## config.mk

```make
export PLATFORM = sky130hd
export DESIGN_NAME = dwpr_regulate
export DESIGN_NICKNAME = d
export VERILOG_FILES = /design/src/rtl/dwpr_pkg.sv /design/src/rtl/dwpr_regulate.sv
export SDC_FILE = /design/constraint.sdc
export NUM_CORES = 2
export LEC_CHECK = 0
export ABC_AREA = 1
export BUFFER_PORTS_ARGS = -buffer_cell sky130_fd_sc_hd__buf_2
export CAP_MARGIN = 20
export CORE_ASPECT_RATIO = 1.1
export CORE_MARGIN = 2
export CORE_UTILIZATION = 51
export DETAILED_ROUTE_END_ITERATION = 16
export GPL_ROUTABILITY_DRIVEN = 0
export PLACE_DENSITY = 0.78
export REMOVE_ABC_BUFFERS = 1
export SETUP_SLACK_MARGIN = 0.1
export SLEW_MARGIN = 20
export SYNTH_ARGS = -nofsm -noshare
export SYNTH_HDL_FRONTEND = slang
export SYNTH_SLANG_ARGS = --single-unit
```

## constraint.sdc

```tcl
create_clock -name clk -period 10.1 [get_ports clk]
set_input_delay 1.515 -clock clk [delete_from_list [all_inputs] [get_ports clk]]
set_output_delay 1.515 -clock clk [all_outputs]
set_load 0.02 [all_outputs]
```

## src/rtl/dwpr_pkg.sv

```systemverilog
package dwpr_pkg;

  localparam int RING_AW    = 8;
  localparam int RING_DEPTH = 1 << RING_AW;
  localparam int LEVEL_W    = 32;
  localparam int GAIN_W     = 16;
  localparam int ACTIN_W    = 16;
  localparam int SUM_W      = 40;
  localparam int FRAC_W     = 12;
  localparam int PROD_W     = SUM_W + GAIN_W;
  localparam int SCALED_W   = PROD_W - FRAC_W;
  localparam int CFG_IDX_W  = 8;

  typedef logic [RING_AW-1:0] ring_addr_t;
  typedef logic [RING_AW:0]   fill_t;
  typedef logic [LEVEL_W-1:0] level_t;
  typedef logic [GAIN_W-1:0]  gain_t;
  typedef logic [ACTIN_W-1:0] actin_t;
  typedef logic [SUM_W-1:0]   wsum_t;
  typedef logic [CFG_IDX_W-1:0] cfg_idx_t;

  localparam cfg_idx_t CFG_RECEPTOR_NORM  = cfg_idx_t'(0);
  localparam cfg_idx_t CFG_RECEPTOR_FLOOR = cfg_idx_t'(1);
  localparam cfg_idx_t CFG_NOTCH_GAIN     = cfg_idx_t'(2);
  localparam cfg_idx_t CFG_LIGAND_GAIN    = cfg_idx_t'(3);
  localparam cfg_idx_t CFG_LIGAND_CEILING = cfg_idx_t'(4);
  localparam cfg_idx_t CFG_ACTIN_LIMIT    = cfg_idx_t'(5);

  localparam level_t RST_RECEPTOR_NORM  = level_t'(4096000);
  localparam level_t RST_RECEPTOR_FLOOR = '0;
  localparam gain_t  RST_NOTCH_GAIN     = gain_t'(4096);
  localparam gain_t  RST_LIGAND_GAIN    = gain_t'(4096);
  localparam level_t RST_LIGAND_CEILING = '1;
  localparam actin_t RST_ACTIN_LIMIT    = actin_t'(257);

  typedef struct packed {
    level_t receptor_norm;
    level_t receptor_floor;
    gain_t  notch_gain;
    gain_t  ligand_gain;
    level_t ligand_ceiling;
    actin_t actin_limit;
  } cfg_t;

  // push: a beat is written into the rings; pop: the front item leaves the ring stage.
  typedef struct packed {
    logic push;
    logic pop;
  } win_ctl_t;

endpackage

```

## src/rtl/dwpr_regulate.sv

```systemverilog
module dwpr_regulate import dwpr_pkg::*; (
  input  logic         clk,
  input  logic         rst_n,
  input  cfg_t         cfg,
  input  logic         in_valid,
  output logic         in_ready,
  input  wsum_t        notch_sum,
  input  wsum_t        recep_sum,
  input  level_t       ligand_in,
  input  actin_t       actin_in,
  output logic         out_tvalid,
  input  logic         out_tready,
  output logic [143:0] out_tdata,
  output logic [0:0]   out_tuser
);

  logic s2_v_r;
  logic s3_v_r;
  logic out_v_r;
  logic s3_rdy;
  logic out_rdy;

  logic [PROD_W-1:0]   notch_prod;
  logic [PROD_W-1:0]   recep_prod;
  logic [SCALED_W-1:0] s2_reduction_r;
  logic [SCALED_W-1:0] s2_addend_r;
  level_t              s2_ligand_r;
  actin_t              s2_actin_r;
  wsum_t               s2_nsum_r;
  wsum_t               s2_rsum_r;

  level_t              receptor_nxt;
  level_t              ligand_nxt;
  level_t              rec_diff;
  logic [SCALED_W:0]   ligand_wide;
  level_t              s3_receptor_r;
  level_t              s3_ligand_r;
  actin_t              s3_actin_r;
  wsum_t               s3_nsum_r;
  wsum_t               s3_rsum_r;

  logic                tip_nxt;
  level_t              out_receptor_r;
  level_t              out_ligand_r;
  wsum_t               out_nsum_r;
  wsum_t               out_rsum_r;
  logic                out_tip_r;

  assign out_rdy  = !out_v_r || out_tready;
  assign s3_rdy   = !s3_v_r || out_rdy;
  assign in_ready = !s2_v_r || s3_rdy;

  always_ff @(posedge clk) begin
    if (!rst_n) begin
      s2_v_r  <= 1'b0;
      s3_v_r  <= 1'b0;
      out_v_r <= 1'b0;
    end else begin
      if (in_ready) begin
        s2_v_r <= in_valid;
      end
      if (s3_rdy) begin
        s3_v_r <= s2_v_r;
      end
      if (out_rdy) begin
        out_v_r <= s3_v_r;
      end
    end
  end

  // Gains are Q4.12, so the products drop their twelve fraction bits.
  assign notch_prod = PROD_W'(notch_sum) * PROD_W'(cfg.notch_gain);
  assign recep_prod = PROD_W'(recep_sum) * PROD_W'(cfg.ligand_gain);

  always_ff @(posedge clk) begin
    if (in_valid && in_ready) begin
      s2_reduction_r <= notch_prod[PROD_W-1:FRAC_W];
      s2_addend_r    <= recep_prod[PROD_W-1:FRAC_W];
      s2_ligand_r    <= ligand_in;
      s2_actin_r     <= actin_in;
      s2_nsum_r      <= notch_sum;
      s2_rsum_r      <= recep_sum;
    end
  end

  assign rec_diff    = cfg.receptor_norm - s2_reduction_r[LEVEL_W-1:0];
  assign ligand_wide = (SCALED_W+1)'(s2_ligand_r) + (SCALED_W+1)'(s2_addend_r);

  always_comb begin
    // A reduction larger than the norm would go negative; the floor takes over.
    if (s2_reduction_r > SCALED_W'(cfg.receptor_norm)) begin
      receptor_nxt = cfg.receptor_floor;
    end else if (rec_diff < cfg.receptor_floor) begin
      receptor_nxt = cfg.receptor_floor;
    end else begin
      receptor_nxt = rec_diff;
    end
    if (ligand_wide > (SCALED_W+1)'(cfg.ligand_ceiling)) begin
      ligand_nxt = cfg.ligand_ceiling;
    end else begin
      ligand_nxt = ligand_wide[LEVEL_W-1:0];
    end
  end

  always_ff @(posedge clk) begin
    if (s2_v_r && s3_rdy) begin
      s3_receptor_r <= receptor_nxt;
      s3_ligand_r   <= ligand_nxt;
      s3_actin_r    <= s2_actin_r;
      s3_nsum_r     <= s2_nsum_r;
      s3_rsum_r     <= s2_rsum_r;
    end
  end

  // The half-norm test is exact: twice the receptor total against the norm.
  assign tip_nxt = ({s3_receptor_r, 1'b0} > {1'b0, cfg.receptor_norm})
                   && (s3_actin_r >= cfg.actin_limit);

  always_ff @(posedge clk) begin
    if (s3_v_r && out_rdy) begin
      out_receptor_r <= s3_receptor_r;
      out_ligand_r   <= s3_ligand_r;
      out_nsum_r     <= s3_nsum_r;
      out_rsum_r     <= s3_rsum_r;
      out_tip_r      <= tip_nxt;
    end
  end

  assign out_tvalid = out_v_r;
  assign out_tdata  = {out_rsum_r, out_nsum_r, out_ligand_r, out_receptor_r};
  assign out_tuser  = out_tip_r;

  a_s3_holds: assert property (@(posedge clk) disable iff (!rst_n)
    s3_v_r && !out_rdy |=> s3_v_r)
    else $error("stage three item lost while the output register is stalled");

  a_s2_holds: assert property (@(posedge clk) disable iff (!rst_n)
    s2_v_r && !s3_rdy |=> s2_v_r && $stable(s2_reduction_r))
    else $error("stage two item changed while stalled");

endmodule

```

==> run summary <==
Measured along the y axis, the die boundary spans 381 µm. CTS saw 524 sinks. The sequential area share after synthesis was 0.238; the first-pass GRT wire length was 286000 µm. Buffers inserted during clock tree synthesis total 57. At the worst endpoint, the arrival time is 7.73 ns.

The all-layer global routing usage was 0.274. For the worst setup path, the data required time is 10.52 ns. The logs give 0 for the number of endpoints with negative hold slack in the final report and 54700 for the number of global-route vias before repair. Traced cell by cell, the critical path runs through buf_2 > nand2_1 > fa_1 > inv_1 > fa_1 > inv_1 > fa_1 > inv_1 > fa_1 > fa_1 > inv_1 > fa_1 > inv_1 > ha_1 > a21oi_1 > o21ai_0 > a21oi_1 > o21ai_0 > a221oi_1 > o21ai_0 > xor2_1. The number of inserted filler cells in the final layout is 11200, and the number of H-tree branching levels is 2. The fraction of the core area covered by cells at the end of the flow was 0.553. The largest net degree at the start of global routing came out at 108.

Once the clock tree was built, the resizer swapped 0 gates to a different size. The die extent in x is 347 µm, and the total iterations of the first detailed-routing run is 7. Setup violations remaining at the end of the flow were counted as 0.

Pin placement for this block handled 423 I/O pins. Once detail routing completed, the nets flagged for antenna violations numbered 0. The HPWL after detailed placement is 141000 µm. A synthesized cell averages 8.63 µm². The combined area of all synthesized cells is 66000 µm², and the total number of vias is 52200. In this run, the number of DRC markers left after iteration 0 of detailed routing was 4780. The cell with the most instances on the worst path is sky130_fd_sc_hd__fa_1.

The number of instances in the synthesized netlist came out at 7656. The synthesized design contains 521 enable-type register cells. The logs give 0.513 for the starting utilization of the core area and 0 for the final global-route overflow total.

For the met1 layer usage reported by global route, the log shows 0.345. For the final routed database, the setup TNS stands at 0 ns. After the last flow step, the layout net total stands at 9633. Summing all multi-input logic gate instances after layout gives 41600 µm². Using the TritonRoute via totals, the vias-per-cell ratio works out to 5.45. After detailed placement, the total cell area comes to 69200 µm². The run gives 0.0517 ns as the maximum clock skew at final layout. The synthesis-to-finish area growth works out to 7.73%. The worst path needs 7.31 ns of the cycle, external delays included. TritonCTS built the clock tree.

The number of max-slew violations in the final report is 0. The run finished with clean final reports. For this run, the slowest stage of the critical path takes 0.70 ns. Mean routed wirelength per cell: 18.8 µm. Dominant synthesized flop cell: sky130_fd_sc_hd__edfxtp_1. The clock reaches the later pin of the worst-skew pair after 0.68 ns. After routing the design area is 71100 µm². Cell chosen for the clock root: sky130_fd_sc_hd__clkbuf_16. After detailed routing, the number of remaining DRC violations is 0.

Across the whole layout, storage elements account for 15700 µm². The global-route layer with the greatest usage was met2. Dominant delay contributor by cell family on the critical path: adder cells.

The nature of the critical path startpoint was an input pin. Row generation in the floorplan step produced 138 rows. Clock-pin slew was measured on the worst setup and hold paths at 0.09 ns. Counting flops and latches in the post-synthesis netlist gives 524.

The number of setup buffers added after CTS is 0. Together, buffers and inverters on the worst path number 6. The fraction of layout instances using a drive strength above 1 works out to 0.0717. The pin slew with the least headroom to its limit is 1.08 ns, and the headroom to the max-slew limit is 0.281.

Buffers inserted to repair hold after CTS numbered 0. After floorplanning, the core was sized to cover 129000 µm². The tool flagged a number of max-cap violations equal to 0. The cell at the slowest stage of the critical path was sky130_fd_sc_hd__buf_2. Derived from the worst setup path, the maximum achievable clock frequency is 0.137 GHz.

Post-route fraction of the period consumed by the critical path: 0.724. For the synthesis warning total, the log shows 0. Setup repair after global routing left no endpoint under its margin. The run gives 180000 µm as the wire length after detailed routing. The path class of the tightest hold or removal check is reg2reg. The clock passes through at most 3 buffers. STA classifies the critical path endpoint as a flip-flop.

In this run the tool buffered the top-level ports with 422 buffer cells. Share of flip-flops with an asynchronous set or reset after synthesis: 0. Along the worst path, the maximum fanout reaches 39. The tools report the die area as 132000 µm².

Type of the worst setup path: in2reg. The global routing met3 resource utilization was 0.0546; the initial antenna violation count was 27. Number of distinct library cell variants in the gate-level netlist after synthesis: 50.

The met2 usage is 0.455.
-- Yosys cell counts (3+ instances only) --
| cell | instances | area (µm²) |
|---|---|---|
| sky130_fd_sc_hd__edfxtp_1 | 521 | 15600 |
| sky130_fd_sc_hd__dfxtp_1 | 3 | 60.1 |
| sky130_fd_sc_hd__nand3_1 | 165 | 826 |
| sky130_fd_sc_hd__nor2_1 | 298 | 1120 |
| sky130_fd_sc_hd__o31ai_1 | 6 | 45.0 |
| sky130_fd_sc_hd__o2111ai_1 | 5 | 43.8 |
| sky130_fd_sc_hd__a211oi_1 | 3 | 22.5 |
| sky130_fd_sc_hd__buf_6 | 3 | 33.8 |
| sky130_fd_sc_hd__ha_1 | 455 | 5690 |
| sky130_fd_sc_hd__nand3_2 | 3 | 30.0 |
| sky130_fd_sc_hd__inv_2 | 3 | 11.3 |
| sky130_fd_sc_hd__nor2_2 | 10 | 62.6 |
| sky130_fd_sc_hd__o21a_1 | 16 | 120 |
| sky130_fd_sc_hd__nor4_1 | 8 | 50.1 |
| sky130_fd_sc_hd__fa_1 | 1060 | 21200 |
| sky130_fd_sc_hd__o21ai_0 | 148 | 741 |
| sky130_fd_sc_hd__a21o_1 | 24 | 180 |
| sky130_fd_sc_hd__inv_1 | 2012 | 7550 |
| sky130_fd_sc_hd__buf_2 | 7 | 35.0 |
| sky130_fd_sc_hd__buf_4 | 3 | 22.5 |
| sky130_fd_sc_hd__xor2_1 | 90 | 788 |
| sky130_fd_sc_hd__nand2_1 | 1970 | 7390 |
| sky130_fd_sc_hd__buf_1 | 5 | 18.8 |
| sky130_fd_sc_hd__clkbuf_1 | 286 | 1070 |
| sky130_fd_sc_hd__a31oi_1 | 34 | 213 |
| sky130_fd_sc_hd__o21bai_1 | 15 | 113 |
| sky130_fd_sc_hd__nor3_1 | 35 | 175 |
| sky130_fd_sc_hd__nand4_1 | 31 | 194 |
| sky130_fd_sc_hd__and3_1 | 5 | 31.3 |
| sky130_fd_sc_hd__xnor2_1 | 54 | 473 |
| sky130_fd_sc_hd__a21oi_1 | 317 | 1590 |
| sky130_fd_sc_hd__a21boi_0 | 9 | 67.6 |
| sky130_fd_sc_hd__nand2_2 | 12 | 75.1 |
| sky130_fd_sc_hd__a221oi_1 | 5 | 43.8 |
| sky130_fd_sc_hd__nand3b_1 | 4 | 30.0 |
| sky130_fd_sc_hd__o211ai_1 | 12 | 90.1 |
-- sequential cells by signal, summed over array words and instances, names as in the netlist --
register / flops
s2_nsum_r: 40
s3_rsum_r: 40
s2_ligand_r: 32
s2_actin_r: 16
s3_receptor_r: 32
out_tuser: 1
s2_addend_r: 44
out_tvalid: 1
out_receptor_r: 32
s3_nsum_r: 40
out_ligand_r: 32
out_nsum_r: 40
s3_v_r: 1
s2_v_r: 1
s3_actin_r: 16
s3_ligand_r: 32
s2_rsum_r: 40
s2_reduction_r: 44
out_rsum_r: 40
-- final cells by class --
cell class                 instances  area share
multi-input combinational       4812       0.585
clock inverter                    44     0.00684
tap                             1680      0.0295
antenna                           17    0.000598
timing repair buffer             431      0.0306
sequential                       524       0.221
inverter                        2016       0.107
clock buffer                      63      0.0204
-- through the flow --
stage	setup slack, ns	cells	hold slack [ns]
2_1_floorplan	0.911	7352	0.400
3_3_place_gp	2.23	9463	0.401
3_5_place_dp	2.22	9463	0.405
4_1_cts	2.95	9570	0.400
5_1_grt	2.38	9582	0.408
6_report	2.79	9587	0.397
-- kinds of logic after synthesis --
kind of cell / after synthesis / share of synthesized area
xor gates and xnor gates: 144 / 0.0191
AOI/OAI and AO/OA: 600 / 0.0502
and+or+nand+nor: 2553 / 0.153
buffers and inverters: 2320 / 0.133
DFF: 524 / 0.238
adders and majority gates: 1515 / 0.408
-- worst paths after layout --
kind	depth (start not counted)	from	slack, ns	endpoint
max	21	cfg[49]	2.79	s2_addend_r[40]
min	0	s3_nsum_r[18]	0.40	out_nsum_r[18]
max reg2reg	24	s2_addend_r[0]	4.50	s3_ligand_r[20]
min reg2reg	0	s3_nsum_r[18]	0.40	out_nsum_r[18]
-- routing by layer --
layer / up-vias / wire (µm)
li1: 23100 / -
met1: 25600 / 67500
met2: 2862 / 85100
met3: 615 / 18000
met4: 18 / 9180
met5: - / 117
-- worst reg2reg max path, delay by kind of cell (launching register included) --
family,cells,cell delay (ns)
simple gates,14,2.37
fa+ha+maj,3,1.10
compound gates,5,0.98
flops,1,0.37
buf+inv,1,0.03
xor+xnor,1,0.47
-- cell usage in the layout (no fill, tap or decap), types with 90 or more instances in the layout --
| cell type | count |
|---|---|
| sky130_fd_sc_hd__nand3_1 | 165 |
| sky130_fd_sc_hd__buf_2 | 422 |
| sky130_fd_sc_hd__nand2_1 | 1970 |
| sky130_fd_sc_hd__edfxtp_1 | 521 |
| sky130_fd_sc_hd__a21oi_1 | 316 |
| sky130_fd_sc_hd__nor2_1 | 298 |
| sky130_fd_sc_hd__ha_1 | 455 |
| sky130_fd_sc_hd__inv_1 | 2010 |
| sky130_fd_sc_hd__fa_1 | 1060 |
| sky130_fd_sc_hd__o21ai_0 | 148 |
| sky130_fd_sc_hd__xor2_1 | 90 |
Power is not shown: default switching activity piles up to over one toggle a cycle in this logic, so the estimate is an artifact.
